<file path="config.mk">
export PLATFORM = sky130hd
export DESIGN_NAME = msb_first_bit_packer_unit
export DESIGN_NICKNAME = d
export VERILOG_FILES = /design/src/rtl/msbp_pkg.sv /design/src/rtl/msbp_ram.sv /design/src/rtl/msbp_bit_lane.sv /design/src/rtl/msb_first_bit_packer_unit.sv
export VERILOG_INCLUDE_DIRS = /design/src /design/src/rtl
export SDC_FILE = /design/constraint.sdc
export NUM_CORES = 2
export LEC_CHECK = 0
export BUFFER_PORTS_ARGS = -buffer_cell sky130_fd_sc_hd__buf_2
export CAP_MARGIN = 30
export CORE_ASPECT_RATIO = 1.4
export CORE_UTILIZATION = 57
export DETAILED_ROUTE_END_ITERATION = 6
export GPL_TIMING_DRIVEN = 1
export PLACE_DENSITY = 0.85
export SLEW_MARGIN = 20
export SYNTH_ARGS = -nofsm -noshare
export SYNTH_HDL_FRONTEND = slang
export SYNTH_SLANG_ARGS = --single-unit
</file>
<file path="constraint.sdc">
create_clock -name clock -period 9.47 [get_ports clock]
set_clock_uncertainty 0.2 [all_clocks]
set_input_delay 1.894 -clock clock [delete_from_list [all_inputs] [get_ports clock]]
set_output_delay 1.894 -clock clock [all_outputs]
set_load 0.005 [all_outputs]
</file>
<file path="src/rtl/msb_first_bit_packer_unit_defines.svh">
// Assertion macros used by the bit packer top level.
`ifndef MSB_FIRST_BIT_PACKER_UNIT_DEFINES_SVH
`define MSB_FIRST_BIT_PACKER_UNIT_DEFINES_SVH

// Check that cons holds in the same cycle as ante.
`define MSBP_ASSERT_HOLDS(label, clk, rst, ante, cons) \
   label: assert property (@(posedge clk) disable iff (rst) (ante) |-> (cons)) \
      else $error("msbp: same-cycle check failed");

// Check that cons holds in the cycle after ante.
`define MSBP_ASSERT_NEXT(label, clk, rst, ante, cons) \
   label: assert property (@(posedge clk) disable iff (rst) (ante) |=> (cons)) \
      else $error("msbp: next-cycle check failed");

`endif

</file>
<file path="src/rtl/msbp_pkg.sv">
// Types, codes and constants of the MSB-first bit packer.
package msbp_pkg;

   localparam int POS_W            = 13;
   localparam int VALUE_W          = 32;
   localparam int COUNT_W          = 6;
   localparam int SIZE_W           = 10;
   localparam int MAX_FIELD_BITS   = 32;
   localparam int DEF_BUFFER_BYTES = 512;

   localparam logic [1:0] OP_APPEND  = 2'd0;
   localparam logic [1:0] OP_EXTRACT = 2'd1;
   localparam logic [1:0] OP_SETPOS  = 2'd2;
   localparam logic [1:0] OP_CLEAR   = 2'd3;

   typedef struct packed {
      logic [1:0]         opcode;
      logic [VALUE_W-1:0] field_value;
      logic [COUNT_W-1:0] bit_count;
      logic [POS_W-1:0]   new_write_position;
   } msbp_req_type;

   typedef struct packed {
      logic [VALUE_W-1:0] read_value;
      logic [POS_W-1:0]   write_position;
      logic [POS_W-1:0]   read_position;
      logic [SIZE_W-1:0]  size_bytes;
      logic               fault;
   } msbp_rsp_type;

   // Control from the sequencer to the bit lane.
   typedef struct packed {
      logic       start;       // load value, clear extracted bits
      logic       load;        // capture byte from the store
      logic       apply_trim;  // zero the bits past the write position on load
      logic [2:0] trim_bits;   // bits kept in the trimmed byte
      logic       put;         // insert one value bit into the byte
      logic       get;         // shift one byte bit into the read value
      logic [2:0] bit_sel;     // bit offset within the byte, 0 is the MSB
   } msbp_lane_ctrl_type;

   // Keep the top used bits of a byte, zero the rest.
   function automatic logic [7:0] trim_mask(input logic [2:0] used);
      trim_mask = ~(8'hFF >> used);
   endfunction

endpackage

</file>
<file path="src/rtl/msbp_ram.sv">
// Generic simple dual-port RAM with registered read.
module msbp_ram #(
   parameter int WIDTH = 8,
   parameter int DEPTH = 512,
   localparam int ADDR_W = $clog2(DEPTH)
) (
   input  logic              clock,
   input  logic              we,
   input  logic [ADDR_W-1:0] waddr,
   input  logic [WIDTH-1:0]  wdata,
   input  logic [ADDR_W-1:0] raddr,
   output logic [WIDTH-1:0]  rdata
);

   logic [WIDTH-1:0] mem_ff [DEPTH];
   logic [WIDTH-1:0] rdata_ff;

   always_ff @(posedge clock) begin
      if (we) begin
         mem_ff[waddr] <= wdata;
      end
      rdata_ff <= mem_ff[raddr];
   end

   assign rdata = rdata_ff;

endmodule

</file>
<file path="src/rtl/msbp_bit_lane.sv">
// Bit lane: byte register and value shift registers; one bit per put or get cycle.
module msbp_bit_lane
   import msbp_pkg::*;
(
   input  logic               clock,
   input  msbp_lane_ctrl_type ctrl,
   input  logic [VALUE_W-1:0] field_value,
   input  logic [7:0]         rd_byte,
   output logic [7:0]         wr_byte,
   output logic [VALUE_W-1:0] read_value
);

   logic [VALUE_W-1:0] val_ff, val_in;
   logic [VALUE_W-1:0] rv_ff, rv_in;
   logic [7:0]         byte_ff, byte_in;

   always_comb begin
      val_in  = val_ff;
      rv_in   = rv_ff;
      byte_in = byte_ff;
      if (ctrl.start) begin
         val_in = field_value;
         rv_in  = '0;
      end
      if (ctrl.load) begin
         byte_in = ctrl.apply_trim ? (rd_byte & trim_mask(ctrl.trim_bits)) : rd_byte;
      end
      // Append walks the field from its last bit backward: take the LSB, shift right.
      if (ctrl.put) begin
         byte_in[~ctrl.bit_sel] = val_ff[0];
         val_in = {1'b0, val_ff[VALUE_W-1:1]};
      end
      if (ctrl.get) begin
         rv_in = {rv_ff[VALUE_W-2:0], byte_ff[~ctrl.bit_sel]};
      end
   end

   always_ff @(posedge clock) begin
      val_ff  <= val_in;
      rv_ff   <= rv_in;
      byte_ff <= byte_in;
   end

   assign wr_byte    = byte_ff;
   assign read_value = rv_ff;

endmodule

</file>
<file path="src/rtl/msb_first_bit_packer_unit.sv">
// Top level of the MSB-first bit packer: sequencer, positions and byte store.
// Usage:
//   Present a word on req_word and raise start; it is taken at a rising edge
//   with start high and busy low. Each word yields one result word on rsp_word,
//   shown for exactly one cycle with rsp_valid high. The receiver cannot stall.
//   Opcodes: append, extract, set write position, clear all.
// Sequence from accept to the result (a field touches at most 5 bytes):
//   append of n bits:        per byte read, load, bit steps, write; then done
//   extract of n bits:       per byte read, load, bit steps; then done
//   set write position:      read, load, write if the last byte is partial; then done
//   faulting word:           done
//   clear all:               a sweep of all BUFFER_BYTES bytes, then done
//   Appends pass each byte through the single-byte store port as a
//   read-modify-write, and the bit lane moves one bit per cycle in the bit steps.
//   A new word is accepted in the same cycle as the previous result is shown.
// Reset: both positions return to zero and a sweep over all BUFFER_BYTES bytes
//   zeroes the store; busy stays high during the sweep and no result is given.
// Faults: bad bit count or position sets fault and changes nothing.
`include "msb_first_bit_packer_unit_defines.svh"

module msb_first_bit_packer_unit
   import msbp_pkg::*;
#(
   parameter int BUFFER_BYTES = DEF_BUFFER_BYTES
) (
   input  logic         clock,
   input  logic         reset,
   input  logic         start,
   output logic         busy,
   input  msbp_req_type req_word,
   output logic         rsp_valid,
   output msbp_rsp_type rsp_word
);

   localparam int ADDR_W = $clog2(BUFFER_BYTES);
   localparam logic [POS_W:0]    TOTAL_BITS = (POS_W+1)'(BUFFER_BYTES * 8);
   localparam logic [ADDR_W-1:0] LAST_ADDR  = ADDR_W'(BUFFER_BYTES - 1);

   localparam logic [2:0] ST_IDLE  = 3'd0;
   localparam logic [2:0] ST_CLEAR = 3'd1;
   localparam logic [2:0] ST_READ  = 3'd2;
   localparam logic [2:0] ST_LOAD  = 3'd3;
   localparam logic [2:0] ST_BIT   = 3'd4;
   localparam logic [2:0] ST_WRITE = 3'd5;
   localparam logic [2:0] ST_DONE  = 3'd6;

   logic [2:0]         state_ff, state_in;
   logic [1:0]         op_ff, op_in;
   logic [POS_W-1:0]   ptr_ff, ptr_in;
   logic [COUNT_W-1:0] cnt_ff, cnt_in;
   logic [2:0]         trim_ff, trim_in;
   logic               first_ff, first_in;
   logic               fault_ff, fault_in;
   logic [POS_W-1:0]   wpos_ff, wpos_in;
   logic [POS_W-1:0]   rpos_ff, rpos_in;
   logic [ADDR_W-1:0]  clr_addr_ff, clr_addr_in;
   logic               clr_rsp_ff, clr_rsp_in;
   logic [ADDR_W-1:0]  addr_ff, addr_in;
   logic               rsp_valid_ff, rsp_valid_in;
   msbp_rsp_type       rsp_word_ff, rsp_word_in;

   msbp_lane_ctrl_type lane_ctrl;
   logic [7:0]         lane_byte;
   logic [VALUE_W-1:0] lane_value;

   logic               ram_we;
   logic [ADDR_W-1:0]  ram_waddr;
   logic [7:0]         ram_wdata;
   logic [ADDR_W-1:0]  ram_raddr;
   logic [7:0]         ram_rdata;

   logic               accept;
   logic               count_ok;
   logic [POS_W:0]     sum_w;
   logic [POS_W:0]     sum_r;
   logic [POS_W:0]     size_sum;

   assign accept   = start && (state_ff == ST_IDLE);
   assign busy     = (state_ff != ST_IDLE);
   assign count_ok = (req_word.bit_count != '0) &&
                     (req_word.bit_count <= COUNT_W'(MAX_FIELD_BITS));
   assign sum_w    = (POS_W+1)'(wpos_ff) + (POS_W+1)'(req_word.bit_count);
   assign sum_r    = (POS_W+1)'(rpos_ff) + (POS_W+1)'(req_word.bit_count);
   assign size_sum = (POS_W+1)'(wpos_ff) + (POS_W+1)'(7);

   // Reads always follow the byte under the bit pointer.
   assign ram_raddr = ptr_ff[ADDR_W+2:3];
   assign ram_we    = (state_ff == ST_CLEAR) || (state_ff == ST_WRITE);
   assign ram_waddr = (state_ff == ST_CLEAR) ? clr_addr_ff : addr_ff;
   assign ram_wdata = (state_ff == ST_CLEAR) ? 8'h00 : lane_byte;

   always_comb begin
      state_in     = state_ff;
      op_in        = op_ff;
      ptr_in       = ptr_ff;
      cnt_in       = cnt_ff;
      trim_in      = trim_ff;
      first_in     = first_ff;
      fault_in     = fault_ff;
      wpos_in      = wpos_ff;
      rpos_in      = rpos_ff;
      clr_addr_in  = clr_addr_ff;
      clr_rsp_in   = clr_rsp_ff;
      addr_in      = addr_ff;
      rsp_valid_in = 1'b0;
      rsp_word_in  = rsp_word_ff;
      lane_ctrl    = '0;
      lane_ctrl.bit_sel   = ptr_ff[2:0];
      lane_ctrl.trim_bits = trim_ff;

      case (state_ff)
         ST_IDLE: begin
            if (accept) begin
               op_in    = req_word.opcode;
               fault_in = 1'b0;
               first_in = 1'b0;
               lane_ctrl.start = 1'b1;
               case (req_word.opcode)
                  OP_APPEND: begin
                     if (!count_ok || (sum_w > TOTAL_BITS)) begin
                        fault_in = 1'b1;
                        state_in = ST_DONE;
                     end else begin
                        // Write backward from the last bit; its byte is also the tail byte.
                        ptr_in   = POS_W'(sum_w - (POS_W+1)'(1));
                        cnt_in   = req_word.bit_count;
                        trim_in  = sum_w[2:0];
                        first_in = 1'b1;
                        wpos_in  = sum_w[POS_W-1:0];
                        state_in = ST_READ;
                     end
                  end
                  OP_EXTRACT: begin
                     if (!count_ok || (sum_r > TOTAL_BITS) ||
                         (sum_r > (POS_W+1)'(wpos_ff))) begin
                        fault_in = 1'b1;
                        state_in = ST_DONE;
                     end else begin
                        ptr_in   = rpos_ff;
                        cnt_in   = req_word.bit_count;
                        rpos_in  = sum_r[POS_W-1:0];
                        state_in = ST_READ;
                     end
                  end
                  OP_SETPOS: begin
                     if ({1'b0, req_word.new_write_position} > TOTAL_BITS) begin
                        fault_in = 1'b1;
                        state_in = ST_DONE;
                     end else begin
                        wpos_in = req_word.new_write_position;
                        if (rpos_ff > req_word.new_write_position) begin
                           rpos_in = req_word.new_write_position;
                        end
                        if (req_word.new_write_position[2:0] != 3'd0) begin
                           ptr_in   = req_word.new_write_position;
                           trim_in  = req_word.new_write_position[2:0];
                           first_in = 1'b1;
                           state_in = ST_READ;
                        end else begin
                           state_in = ST_DONE;
                        end
                     end
                  end
                  default: begin
                     wpos_in     = '0;
                     rpos_in     = '0;
                     clr_addr_in = '0;
                     clr_rsp_in  = 1'b1;
                     state_in    = ST_CLEAR;
                  end
               endcase
            end
         end
         ST_CLEAR: begin
            clr_addr_in = clr_addr_ff + ADDR_W'(1);
            if (clr_addr_ff == LAST_ADDR) begin
               clr_rsp_in = 1'b0;
               state_in   = clr_rsp_ff ? ST_DONE : ST_IDLE;
            end
         end
         ST_READ: begin
            addr_in  = ptr_ff[ADDR_W+2:3];
            state_in = ST_LOAD;
         end
         ST_LOAD: begin
            lane_ctrl.load       = 1'b1;
            lane_ctrl.apply_trim = first_ff && (trim_ff != 3'd0);
            first_in = 1'b0;
            state_in = (op_ff == OP_SETPOS) ? ST_WRITE : ST_BIT;
         end
         ST_BIT: begin
            cnt_in = cnt_ff - COUNT_W'(1);
            if (op_ff == OP_APPEND) begin
               lane_ctrl.put = 1'b1;
               ptr_in = ptr_ff - POS_W'(1);
               // Flush the byte once its MSB is done or the field runs out.
               if ((cnt_ff == COUNT_W'(1)) || (ptr_ff[2:0] == 3'd0)) begin
                  state_in = ST_WRITE;
               end
            end else begin
               lane_ctrl.get = 1'b1;
               ptr_in = ptr_ff + POS_W'(1);
               if (cnt_ff == COUNT_W'(1)) begin
                  state_in = ST_DONE;
               end else if (ptr_ff[2:0] == 3'd7) begin
                  state_in = ST_READ;
               end
            end
         end
         ST_WRITE: begin
            if ((op_ff == OP_SETPOS) || (cnt_ff == '0)) begin
               state_in = ST_DONE;
            end else begin
               state_in = ST_READ;
            end
         end
         ST_DONE: begin
            rsp_valid_in               = 1'b1;
            rsp_word_in.read_value     = lane_value;
            rsp_word_in.write_position = wpos_ff;
            rsp_word_in.read_position  = rpos_ff;
            rsp_word_in.size_bytes     = size_sum[SIZE_W+2:3];
            rsp_word_in.fault          = fault_ff;
            state_in                   = ST_IDLE;
         end
         default: begin
            state_in = ST_IDLE;
         end
      endcase
   end

   always_ff @(posedge clock) begin
      if (reset) begin
         state_ff     <= ST_CLEAR;
         wpos_ff      <= '0;
         rpos_ff      <= '0;
         clr_addr_ff  <= '0;
         clr_rsp_ff   <= 1'b0;
         rsp_valid_ff <= 1'b0;
      end else begin
         state_ff     <= state_in;
         wpos_ff      <= wpos_in;
         rpos_ff      <= rpos_in;
         clr_addr_ff  <= clr_addr_in;
         clr_rsp_ff   <= clr_rsp_in;
         rsp_valid_ff <= rsp_valid_in;
      end
   end

   always_ff @(posedge clock) begin
      op_ff       <= op_in;
      ptr_ff      <= ptr_in;
      cnt_ff      <= cnt_in;
      trim_ff     <= trim_in;
      first_ff    <= first_in;
      fault_ff    <= fault_in;
      addr_ff     <= addr_in;
      rsp_word_ff <= rsp_word_in;
   end

   assign rsp_valid = rsp_valid_ff;
   assign rsp_word  = rsp_word_ff;

   msbp_ram #(
      .WIDTH (8),
      .DEPTH (BUFFER_BYTES)
   ) u_store (
      .clock (clock),
      .we    (ram_we),
      .waddr (ram_waddr),
      .wdata (ram_wdata),
      .raddr (ram_raddr),
      .rdata (ram_rdata)
   );

   msbp_bit_lane u_lane (
      .clock       (clock),
      .ctrl        (lane_ctrl),
      .field_value (req_word.field_value),
      .rd_byte     (ram_rdata),
      .wr_byte     (lane_byte),
      .read_value  (lane_value)
   );

   // A result strobe is never raised back to back.
   `MSBP_ASSERT_NEXT(a_strobe_single, clock, reset, rsp_valid_ff, !rsp_valid_ff)
   // Every accepted word keeps the unit busy in the next cycle.
   `MSBP_ASSERT_NEXT(a_accept_busy, clock, reset, accept, busy)
   // The read position never passes the write position.
   `MSBP_ASSERT_HOLDS(a_rd_le_wr, clock, reset, 1'b1, rpos_ff <= wpos_ff)
   // A shown result reports the live positions.
   `MSBP_ASSERT_HOLDS(a_rsp_pos, clock, reset, rsp_valid_ff,
      (rsp_word_ff.write_position == wpos_ff) && (rsp_word_ff.read_position == rpos_ff))

endmodule

</file>
==> out/qor.yml <==
status:
  outcome: "finished, violations left"
  violations: "design-rule violations"
critical_path:
  worstPathBufferInverterCount: 2
  slowest_stage: "a211oi_1"
  cp-startpoint: "req_word[13]"
  cp-endpoint: "cnt_ff[5]"
  crit_path_frequent_cell: "ha_1"
  r2r_start: "rpos_ff[0]"
  start_kind: "input pin"
  cp.depth: 16
  critical-path-top-delay-family: "compound AO/OA/AOI/OAI gates"
  arrival_ns: 6.76
  crit_required_ns: 9.82
  critical_path_class: "input pin to flip-flop"
  rr_worst_depth: 15
  worstPathMaxFanout: 6
  r2r-end: "cnt_ff[5]"
  cpPeakStageDelay_ns: 0.80
  end_kind: "flip-flop"
  worstPathCellList: "buf_2 > ha_1 > inv_1 > fa_1 > nor2b_2 > o31ai_1 > o311ai_0 > ha_1 > and3_1 > a221oi_1 > a21oi_1 > a2111oi_0 > o211ai_1 > a211oi_4 > o2111ai_1 > a211oi_1"
  r2r_slack_ns: 3.70
cells_and_area:
  num-fill-cells: 17500
  final_util_pct: 63.1
  fin_cells: 12900
  drive_above_1_share_pct: 19.3
  layout.nets: 8768
  area_growth_pct: 10.2
worst_hold_path:
  min-delay-start: "u_lane.read_value[17]"
  worstHoldPathType: "flip-flop to flip-flop"
timing:
  finalSetupViolCount: 0
  finalSetupTns_ns: 0
  fmax_mhz: 156
  tightest_slew_ns: 1.39
  setup_ws_ns: 3.06
  slew_violations: 0
  maxSlewHeadroom_pct: 7.06
  post-route-period-util_pct: 67.7
  hold_viol: 0
  grt_setup_unrepaired: "no"
  fin_crit_ns: 6.41
clocking:
  clk-insertion-delay-late_ns: 0.94
  cts_buffer_depth: 4
  cts_hold_buffers: 0
  cts_sinks: 4319
  cts_buffers: 356
  ctsResizeCount: 0
  clkTransAtPathRegs_ns: 0.07
  cts_tree: "built"
  cts_root_buf: "clkbuf_16"
  cts_max_level: 5
  post_cts_buffers: 0
floorplanning:
  dieArea_mm2: 0.298
  die_y_um: 646
  io_pins: 127
  start_util_pct: 57.2
  fp-row-count: 236
  die_x_um: 462
  core_mm2: 0.295
synth:
  syn_nets: 8681
  postSynthAreaPerCell_um2: 19.7
  ys_types: 79
  syn_area_mm2: 0.169
  async_flop_share_pct: 0
  synth-seq-cells: 4319
  synth_edf_count: 4262
  synth_warnings: 0
  synth_flop_cell: "edfxtp_1"
  syn-instance-count: 8564
  synth_seq_area_share_pct: 76.5
drt:
  wl_per_cell_um: 38.6
  drc: 4
  dr.pass1.iters: 7
  vias: 96300
  routed_wl_um: 497000
  avgViaCountPerCell: 7.47
  final_antenna_net_count: 0
  drt_iter0_markers: 17500
global_routing:
  gr-usage-all-layers_pct: 31.5
  grt_pass1_wl_um: 673000
  antenna_found_initial: 22
  grt_max_degree: 245
  grt_pass1_vias: 94100
  grt_overflow: 0
placed_design:
  dp.cells: 12200
  dp_slack_ns: 2.19
  gp_congestion: 0.931
  portBuffers: 126
  dp_hpwl_um: 241000
power_and_ir_drop:
  vdd.ir_drop.worst_v: 0.000166
  power.density_mw_per_mm2: 195
  p_total_mw: 36.3
  leakage_nw: 48.6
run:
  max-cap-violations: 0
## state kept, by name, indices dropped and copies added (netlist names), 2 cells and up
name,count
u_store.mem_ff,4096
wpos_ff,13
cnt_ff,6
u_lane.wr_byte,8
rsp_word,69
u_lane.val_ff,32
u_lane.read_value,32
state_ff,3
addr_ff,9
rpos_ff,13
ptr_ff,12
op_ff,2
u_store.rdata,8
clr_addr_ff,9
trim_ff,3
## cells in the final DEF (no fill, tap or decap), types with 19 or more instances in the layout
cell,synthesis,layout
o221ai_1,106,106
mux2i_1,366,366
a211oi_1,94,94
a21oi_1,210,210
ha_1,58,58
mux4_2,874,874
buf_4,1,85
clkinv_2,0,54
clkinv_1,0,73
a22o_1,33,33
a22oi_1,227,227
o21ai_0,100,99
clkinvlp_4,0,19
dfxtp_1,57,57
buf_2,58,128
nand2_1,307,289
bufinv_16,0,42
xnor2_1,35,35
o22ai_1,49,49
clkbuf_1,413,67
clkbuf_16,0,364
inv_1,55,55
nand3_1,136,136
a221oi_1,29,29
nand4_1,88,88
and3_1,33,33
edfxtp_1,4262,4262
nor3_1,27,26
buf_12,0,34
nor2_1,602,595
nor2b_1,23,20
buf_16,0,19
diode_2,0,21
## metal layers
layer  global-route usage, %  share of wire (%)  vias up
met4                    23.4                9.7       16
met1                    37.0                 30    47600
met5                   0.131              0.024        -
li1                        -                  -    35400
met2                    50.6                 48    10700
met3                    7.56                 13     2628
## cells by family after synthesis
kind of cell	count (synthesis)	share of synthesized area (%)
mux	1256	14.0
simple gates	1313	3.43
xor+xnor	51	0.265
buf+inv	600	1.39
fa+ha+maj	61	0.465
compound gates	964	4.00
flops	4319	76.5
## where the power goes
group          total, mW  internal (mW)  switching [mW]
registers           20.7           20.7          0.0108
logic              0.234         0.0530           0.181
clock network       15.4           8.24            7.18
## layout make-up
type / count / area [um2] / share of cell area, %
diodes: 21 / 52.6 / 0.0283
clock buffers: 431 / 9360 / 5.03
clock inverters: 214 / 2190 / 1.18
multi-input cells: 3645 / 37600 / 20.2
well taps: 3927 / 4910 / 2.64
flip-flops and latches: 4319 / 129000 / 69.4
repair buffers: 274 / 2590 / 1.39
inverters: 55 / 206 / 0.111
## how the worst min path moves through the flow
stage / end / slack [ns] / depth (start not counted)
2_1_floorplan: rsp_word[0] / 0.20 / 0
3_3_place_gp: rsp_word[68] / 0.22 / 0
3_5_place_dp: rsp_word[39] / 0.23 / 0
4_1_cts: rsp_word[39] / 0.24 / 0
5_1_grt: rsp_word[52] / 0.25 / 0
6_report: rsp_word[54] / 0.24 / 0
## stage by stage
stage	hold slack (ns)	cell area [um2]
after detailed placement	0.226	174000
after CTS	0.240	185000
after floorplan	0.200	169000
after global routing	0.245	186000
after global placement	0.215	174000
final	0.236	186000
## synth_stat cells, drive strengths merged (55+ instances only)
cell type	instances	area, um2
o21ai	100	500
inv	55	206
a22oi	227	1700
mux2i	366	3660
edfxtp	4262	128000
clkbuf	413	1550
dfxtp	57	1140
mux4	874	19700
ha	58	726
nor2	602	2260
nand3	136	681
nand4	89	563
a21oi	210	1050
o221ai	106	928
buf	132	587
a211oi	96	746
nand2	307	1150
(Power assumes the default switching activity.)
